===== src/rtl/i2da_pkg.sv =====
// Shared types, constants and a helper function for the integer to decimal ASCII unit.
package i2da_pkg;

    localparam int VALUE_WIDTH_DEF = 32;
    localparam int IN_W            = 32;
    localparam int MAG_W           = 32;
    localparam int DIGITS          = 10;
    localparam int BCD_W           = 4 * DIGITS;
    localparam int LEN_W           = 4;
    localparam int STEPS_PER_STAGE = 8;
    localparam int DD_STAGES       = MAG_W / STEPS_PER_STAGE;
    localparam int SHIFT_W         = 6;

    localparam logic [7:0] CHAR_ZERO  = 8'h30;
    localparam logic [7:0] CHAR_MINUS = 8'h2D;

    typedef struct packed {
        logic [BCD_W-1:0] bcd;
        logic [MAG_W-1:0] bin;
        logic             neg;
    } t_work;

    // One shift-and-add-3 step: correct each digit, then shift in the next binary bit.
    function automatic t_work dd_step(input t_work w);
        t_work            r;
        logic [BCD_W-1:0] adj;
        logic [3:0]       dig;
        adj = w.bcd;
        for (int d = 0; d < DIGITS; d++) begin
            dig = w.bcd[4*d +: 4];
            if (dig >= 4'd5) begin
                adj[4*d +: 4] = dig + 4'd3;
            end
        end
        r.bcd = {adj[BCD_W-2:0], w.bin[MAG_W-1]};
        r.bin = {w.bin[MAG_W-2:0], 1'b0};
        r.neg = w.neg;
        return r;
    endfunction

endpackage


===== src/rtl/i2da_front.sv =====
// Input stage: sign detection and magnitude extraction.
module i2da_front #(
    parameter int VALUE_WIDTH = i2da_pkg::VALUE_WIDTH_DEF
) (
    input  logic                        i_clk,
    input  logic                        i_rst_n,
    input  logic                        i_valid,
    output logic                        o_ready,
    input  logic                        i_mode,
    input  logic [i2da_pkg::IN_W-1:0]   i_value,
    output logic                        o_valid,
    input  logic                        i_ready,
    output i2da_pkg::t_work             o_work
);
    localparam int EW = (VALUE_WIDTH < i2da_pkg::IN_W) ? VALUE_WIDTH : i2da_pkg::IN_W;
    localparam bit CAN_NEG = (VALUE_WIDTH <= i2da_pkg::IN_W);

    logic            r_valid;
    i2da_pkg::t_work r_work;
    i2da_pkg::t_work n_work;
    logic [EW-1:0]   v_ew;
    logic [EW-1:0]   m_ew;
    logic            neg;

    always_comb begin
        v_ew       = i_value[EW-1:0];
        neg        = CAN_NEG && i_mode && v_ew[EW-1];
        m_ew       = neg ? (~v_ew + 1'b1) : v_ew;
        n_work.bcd = '0;
        n_work.bin = i2da_pkg::MAG_W'(m_ew);
        n_work.neg = neg;
    end

    assign o_ready = !r_valid || i_ready;
    assign o_valid = r_valid;
    assign o_work  = r_work;

    always_ff @(posedge i_clk) begin
        if (!i_rst_n) begin
            r_valid <= 1'b0;
        end else if (o_ready) begin
            r_valid <= i_valid;
        end
    end

    always_ff @(posedge i_clk) begin
        if (o_ready && i_valid) begin
            r_work <= n_work;
        end
    end

endmodule


===== src/rtl/i2da_dabble.sv =====
// One pipeline stage of the binary to BCD conversion, a fixed number of bits per stage.
module i2da_dabble (
    input  logic            i_clk,
    input  logic            i_rst_n,
    input  logic            i_valid,
    output logic            o_ready,
    input  i2da_pkg::t_work i_work,
    output logic            o_valid,
    input  logic            i_ready,
    output i2da_pkg::t_work o_work
);
    logic            r_valid;
    i2da_pkg::t_work r_work;
    i2da_pkg::t_work n_work;

    always_comb begin
        n_work = i_work;
        for (int s = 0; s < i2da_pkg::STEPS_PER_STAGE; s++) begin
            n_work = i2da_pkg::dd_step(n_work);
        end
    end

    assign o_ready = !r_valid || i_ready;
    assign o_valid = r_valid;
    assign o_work  = r_work;

    always_ff @(posedge i_clk) begin
        if (!i_rst_n) begin
            r_valid <= 1'b0;
        end else if (o_ready) begin
            r_valid <= i_valid;
        end
    end

    always_ff @(posedge i_clk) begin
        if (o_ready && i_valid) begin
            r_work <= n_work;
        end
    end

endmodule


===== src/rtl/i2da_format.sv =====
// Digit count, text length and left alignment of the BCD digits.
module i2da_format (
    input  logic                           i_clk,
    input  logic                           i_rst_n,
    input  logic                           i_valid,
    output logic                           o_ready,
    input  i2da_pkg::t_work                i_work,
    output logic                           o_valid,
    input  logic                           i_ready,
    output logic [i2da_pkg::BCD_W-1:0]     o_bcd,
    output logic                           o_neg,
    output logic [i2da_pkg::LEN_W-1:0]     o_len
);
    logic                         r_valid;
    logic [i2da_pkg::BCD_W-1:0]   r_bcd;
    logic                         r_neg;
    logic [i2da_pkg::LEN_W-1:0]   r_len;
    logic [i2da_pkg::LEN_W-1:0]   ndig;
    logic [i2da_pkg::SHIFT_W-1:0] sh;

    always_comb begin
        ndig = i2da_pkg::LEN_W'(1);
        for (int d = 1; d < i2da_pkg::DIGITS; d++) begin
            if (i_work.bcd[4*d +: 4] != 4'd0) begin
                ndig = i2da_pkg::LEN_W'(d + 1);
            end
        end
        sh = i2da_pkg::SHIFT_W'(i2da_pkg::DIGITS - ndig) << 2;
    end

    assign o_ready = !r_valid || i_ready;
    assign o_valid = r_valid;
    assign o_bcd   = r_bcd;
    assign o_neg   = r_neg;
    assign o_len   = r_len;

    always_ff @(posedge i_clk) begin
        if (!i_rst_n) begin
            r_valid <= 1'b0;
        end else if (o_ready) begin
            r_valid <= i_valid;
        end
    end

    always_ff @(posedge i_clk) begin
        if (o_ready && i_valid) begin
            r_bcd <= i_work.bcd << sh;
            r_neg <= i_work.neg;
            r_len <= ndig + i2da_pkg::LEN_W'(i_work.neg);
        end
    end

endmodule


===== src/rtl/i2da_serial.sv =====
// Output serializer: sign, then digits most significant first, in ASCII.
module i2da_serial (
    input  logic                       i_clk,
    input  logic                       i_rst_n,
    input  logic                       i_valid,
    output logic                       o_ready,
    input  logic [i2da_pkg::BCD_W-1:0] i_bcd,
    input  logic                       i_neg,
    input  logic [i2da_pkg::LEN_W-1:0] i_len,
    output logic                       o_valid,
    input  logic                       i_stall,
    output logic [7:0]                 o_char_code,
    output logic [i2da_pkg::LEN_W-1:0] o_text_length,
    output logic                       o_is_last
);
    logic                       r_busy;
    logic [i2da_pkg::BCD_W-1:0] r_bcd;
    logic                       r_neg;
    logic [i2da_pkg::LEN_W-1:0] r_len;
    logic [i2da_pkg::LEN_W-1:0] r_left;
    logic                       take;
    logic                       last;

    assign last          = (r_left == i2da_pkg::LEN_W'(1));
    assign take          = r_busy && !i_stall;
    assign o_ready       = !r_busy || (take && last);
    assign o_valid       = r_busy;
    assign o_is_last     = last;
    assign o_text_length = r_len;
    assign o_char_code   = r_neg ? i2da_pkg::CHAR_MINUS
                                 : (i2da_pkg::CHAR_ZERO | {4'd0, r_bcd[i2da_pkg::BCD_W-1 -: 4]});

    always_ff @(posedge i_clk) begin
        if (!i_rst_n) begin
            r_busy <= 1'b0;
        end else if (o_ready) begin
            r_busy <= i_valid;
        end
    end

    always_ff @(posedge i_clk) begin
        if (o_ready) begin
            if (i_valid) begin
                r_bcd  <= i_bcd;
                r_neg  <= i_neg;
                r_len  <= i_len;
                r_left <= i_len;
            end
        end else if (take) begin
            r_left <= r_left - 1'b1;
            if (r_neg) begin
                r_neg <= 1'b0;
            end else begin
                r_bcd <= r_bcd << 4;
            end
        end
    end

endmodule


===== src/rtl/integer_to_decimal_ascii_unit.sv =====
// Integer to decimal ASCII unit: pipelined binary to BCD conversion and character serializer.
// An accepted request passes the front, dabble and format registers, then is loaded into the serializer.
// Throughput: one character per cycle while i_stall is low; a request yields 1 to 11 characters,
// set by its text length.
// Up to six further requests are held in the conversion pipeline meanwhile.
// Reset (synchronous, active low) clears all valid bits; data registers are not reset.
module integer_to_decimal_ascii_unit #(
    parameter int VALUE_WIDTH = i2da_pkg::VALUE_WIDTH_DEF
) (
    input  logic                        i_clk,
    input  logic                        i_rst_n,
    input  logic                        i_valid,
    output logic                        o_stall,
    input  logic                        i_mode,
    input  logic [i2da_pkg::IN_W-1:0]   i_value,
    output logic                        o_valid,
    input  logic                        i_stall,
    output logic [7:0]                  o_char_code,
    output logic [i2da_pkg::LEN_W-1:0]  o_text_length,
    output logic                        o_is_last
);
    localparam int NS = i2da_pkg::DD_STAGES;

    logic                       st_valid [NS+1];
    logic                       st_ready [NS+1];
    i2da_pkg::t_work            st_work  [NS+1];
    logic                       front_ready;
    logic                       fmt_ready;
    logic                       fmt_valid;
    logic [i2da_pkg::BCD_W-1:0] fmt_bcd;
    logic                       fmt_neg;
    logic [i2da_pkg::LEN_W-1:0] fmt_len;
    logic                       ser_ready;

    assign o_stall = !front_ready;

    i2da_front #(
        .VALUE_WIDTH(VALUE_WIDTH)
    ) u_front (
        .i_clk   (i_clk),
        .i_rst_n (i_rst_n),
        .i_valid (i_valid),
        .o_ready (front_ready),
        .i_mode  (i_mode),
        .i_value (i_value),
        .o_valid (st_valid[0]),
        .i_ready (st_ready[0]),
        .o_work  (st_work[0])
    );

    for (genvar g = 0; g < NS; g++) begin : g_dd
        i2da_dabble u_dabble (
            .i_clk   (i_clk),
            .i_rst_n (i_rst_n),
            .i_valid (st_valid[g]),
            .o_ready (st_ready[g]),
            .i_work  (st_work[g]),
            .o_valid (st_valid[g+1]),
            .i_ready (st_ready[g+1]),
            .o_work  (st_work[g+1])
        );
    end

    assign st_ready[NS] = fmt_ready;

    i2da_format u_format (
        .i_clk   (i_clk),
        .i_rst_n (i_rst_n),
        .i_valid (st_valid[NS]),
        .o_ready (fmt_ready),
        .i_work  (st_work[NS]),
        .o_valid (fmt_valid),
        .i_ready (ser_ready),
        .o_bcd   (fmt_bcd),
        .o_neg   (fmt_neg),
        .o_len   (fmt_len)
    );

    i2da_serial u_serial (
        .i_clk         (i_clk),
        .i_rst_n       (i_rst_n),
        .i_valid       (fmt_valid),
        .o_ready       (ser_ready),
        .i_bcd         (fmt_bcd),
        .i_neg         (fmt_neg),
        .i_len         (fmt_len),
        .o_valid       (o_valid),
        .i_stall       (i_stall),
        .o_char_code   (o_char_code),
        .o_text_length (o_text_length),
        .o_is_last     (o_is_last)
    );

endmodule

===== config.mk =====
export PLATFORM = sky130hd
export DESIGN_NAME = integer_to_decimal_ascii_unit
export DESIGN_NICKNAME = d
export VERILOG_FILES = /design/src/rtl/i2da_pkg.sv /design/src/rtl/i2da_front.sv /design/src/rtl/i2da_dabble.sv /design/src/rtl/i2da_format.sv /design/src/rtl/i2da_serial.sv /design/src/rtl/integer_to_decimal_ascii_unit.sv
export SDC_FILE = /design/constraint.sdc
export NUM_CORES = 1
export LEC_CHECK = 0
export ABC_CLOCK_PERIOD_IN_PS = 9000
export BUFFER_PORTS_ARGS = -buffer_cell sky130_fd_sc_hd__buf_4
export CAP_MARGIN = 10
export CORE_MARGIN = 3
export CORE_UTILIZATION = 45
export DETAILED_ROUTE_END_ITERATION = 8
export HOLD_SLACK_MARGIN = 0.12
export PLACE_DENSITY = 0.67
export SKIP_CTS_REPAIR_TIMING = 1
export SLEW_MARGIN = 10
export SYNTH_ARGS = -nofsm -noshare
export SYNTH_HDL_FRONTEND = slang
export SYNTH_SLANG_ARGS = --single-unit

===== constraint.sdc =====
create_clock -name i_clk -period 9 [get_ports i_clk]
set_input_delay 0.45 -clock i_clk [delete_from_list [all_inputs] [get_ports i_clk]]
set_output_delay 0.45 -clock i_clk [all_outputs]
set_load 0.05 [all_outputs]

==> results.md <==
- Status: finished clean
- Starting Density: 0.457
- Buffers added on ports: 48
- Drt first pass iters: 6
- Startpoint types: register
- DRC Markers: 0
- Slew Viols, Final: 0
- Final Hold Fails: 0
- Core Rows: 95
- Slowest stage delay, CP: 0.46 ns
- Post-synth ARST share: 0
- Final core utilization: 0.491
- Vias per std cell: approximately 5.8
- Synth Instances: between 3000 and 4000
- Root Buffer: clkbuf_16
- Syn avg cell area: 8.26 µm²
- Clk buf depth: 3
- Design area: 33200 µm²
- Clk slew on worst S/H paths: 0.06 ns
- Worst Path Arrival: 8.22 ns
- Final WL: 63100 µm
- Chip height: between 200 and 300 µm
- Die area: 71800 µm²
- EDFF count, synth: 281
- Number of global-route vias before repair: 23502
- Initial antenna violation count: 0
- Largest net degree at the start of global routing: 51
- Fin Hold WS: ~0.21 ns
- CP top delay family: compound AO/OA/AOI/OAI gates
- I/O Pins: 52
- Ys flop type: edfxtp_1
- Most used cell, CP: ha_1
- Final worst-path cycle share: 0.881
- DP Area: 32000 µm²
- GRT Resource Usage Total: 0.169
- GRT overflow: 0
- Commonest non-fill, non-tap cells in the layout: nand2_1 (410), nor2_1 (341), edfxtp_1 (281)
- Slowest-stage cell, CP: edfxtp_1
- Min-Delay Path Class: primary input to register
- Synth cell types: between 100 and 150
- Slew margin rel.: 0.207
- Worst Skew: 0.0191 ns
- Synth Warn #: 0
- Fraction of layout instances using a drive strength above 1: 0.105
- TritonCTS Buffers: 36
- Final ANT Viol Nets: 0
- Worst Path Max Fanout: 8
- Core Area: 67600 µm²
- First-pass GRT wire length: 107000 µm
- H-tree depth: 2
- Register area share after synthesis: 0.278
- Setup TNS: 0 ns
- DR vias: 26712
- Min Tclk post-route: 7.93 ns
- Routability cong.: 0.831
- TritonCTS Sinks: 288
- Max-Cap Viols: 0
- Area Growth Syn to Fin: 7.52%
- Skew-Pair Late Insertion Delay: around 0.55 ns
- # setup viols final: 0
- DP Wirelength: 47300 µm
- Least-Margin Pin Slew: 1.19 ns
- Drt initial violations: 2229
- Yosys reg bits: 288
- CTS tree: built
- Chip width: around 270 µm
- Commonest non-fill, non-tap cell in the layout: nand2_1
- Post-DR wirelength/cell: 13.6 µm
- Max Fclk: 126 MHz
- Crit path kind: register to register
- Mapped cell area: 30900 µm²
- RSZ-0062 raised after global routing: false
- Setup crit end kind: register
- Worst EP required: 9.29 ns
- Antenna fix cells: 0
- Post-layout nets: 3905
- Crit path buf inv count: 4
## layout make-up
class,count,area (µm²)
fill,6383,34400
multi-input combinational,3109,21000
sequential,288,8580
tap,873,1090
clock buffer,43,948
inverter,218,818
timing repair buffer,70,531
clock inverter,22,188
## path summary, 6_finish.rpt
kind | depth (start not counted) | start | endpoint | slack, ns
setup reg to reg | 36 | g_dd[2].u_dabble.o_work[61]$_DFFE_PP_ | g_dd[3].u_dabble.o_work[72]$_DFFE_PP_ | 1.07
setup / recovery | 36 | g_dd[2].u_dabble.o_work[61]$_DFFE_PP_ | g_dd[3].u_dabble.o_work[72]$_DFFE_PP_ | 1.07
hold reg to reg | 0 | g_dd[0].u_dabble.o_work[17]$_DFFE_PP_ | g_dd[1].u_dabble.o_work[25]$_DFFE_PP_ | 0.42
hold / removal | 2 | i_value[26] | u_front.o_work[27]$_DFFE_PP_ | 0.21
## synth_stat cells, types with 31 or more instances
| library cell | instances | area (µm²) |
|---|---|---|
| inv_1 | 197 | 739 |
| nor2_1 | 341 | 1280 |
| or3_1 | 35 | 219 |
| mux2_2 | 50 | 563 |
| nor2b_1 | 63 | 394 |
| nand2b_1 | 84 | 526 |
| nor3_1 | 88 | 440 |
| nand2_1 | 410 | 1540 |
| o22ai_1 | 44 | 275 |
| nand3_1 | 82 | 410 |
| a211o_1 | 31 | 272 |
| a21oi_1 | 251 | 1260 |
| o211ai_1 | 49 | 368 |
| xor2_1 | 40 | 350 |
| ha_1 | 145 | 1810 |
| a211oi_1 | 52 | 390 |
| xnor2_1 | 90 | 788 |
| mux2i_1 | 149 | 1490 |
| o21a_1 | 43 | 323 |
| a31oi_1 | 49 | 307 |
| o21ai_0 | 213 | 1070 |
| a21o_1 | 37 | 278 |
| clkbuf_1 | 81 | 304 |
| o21ai_1 | 81 | 405 |
| edfxtp_1 | 281 | 8440 |
| and2_1 | 53 | 332 |
## state kept, by name, summed over array words and instances, names as in the netlist
register                count
g_dd.u_dabble.o_valid       4
u_front.o_work             33
u_format.o_bcd             40
u_serial.o_text_length      4
u_serial.o_valid            1
u_serial.r_neg              1
u_serial.r_left             4
u_format.o_neg              1
u_serial.r_bcd             40
g_dd.u_dabble.o_work      154
u_format.o_valid            1
u_front.o_valid             1
u_format.o_len              4
## metrics by stage
step	std cells	setup slack (ns)
2_1_floorplan	3739	1.80
3_3_place_gp	4556	1.21
3_5_place_dp	4556	1.07
4_1_cts	4621	1.07
5_1_grt	4623	0.207
6_report	4623	1.07
## cells by family after synthesis
| group | after synthesis | share of synthesized area |
|---|---|---|
| buf+inv | 342 | 0.0439 |
| flops | 288 | 0.278 |
| compound gates | 1241 | 0.281 |
| simple gates | 1346 | 0.211 |
| other cells | 2 | 0.000243 |
| xor+xnor | 148 | 0.0471 |
| fa+ha+maj | 152 | 0.0611 |
| mux | 219 | 0.0776 |
## layer usage
| metal | share of wire | vias to the layer above | GRT usage |
|---|---|---|---|
| met5 | 0 | - | 0 |
| met4 | 0.018 | 0 | 0.0385 |
| met3 | 0.027 | 69 | 0.0176 |
| met2 | 0.46 | 328 | 0.282 |
| met1 | 0.50 | 12341 | 0.236 |
| li1 | - | 13974 | - |
## worst register-to-register path, delay by kind of cell (launching register included)
| family | cells | cell delay [ns] |
|---|---|---|
| simple gates | 8 | 1.06 |
| compound gates | 11 | 2.50 |
| fa+ha+maj | 7 | 1.71 |
| flops | 1 | 0.46 |
| mux | 4 | 1.02 |
| xor+xnor | 2 | 0.63 |
| buf+inv | 4 | 0.32 |
Power is not shown: default switching activity piles up to over one toggle a cycle in this logic, so the estimate is an artifact.
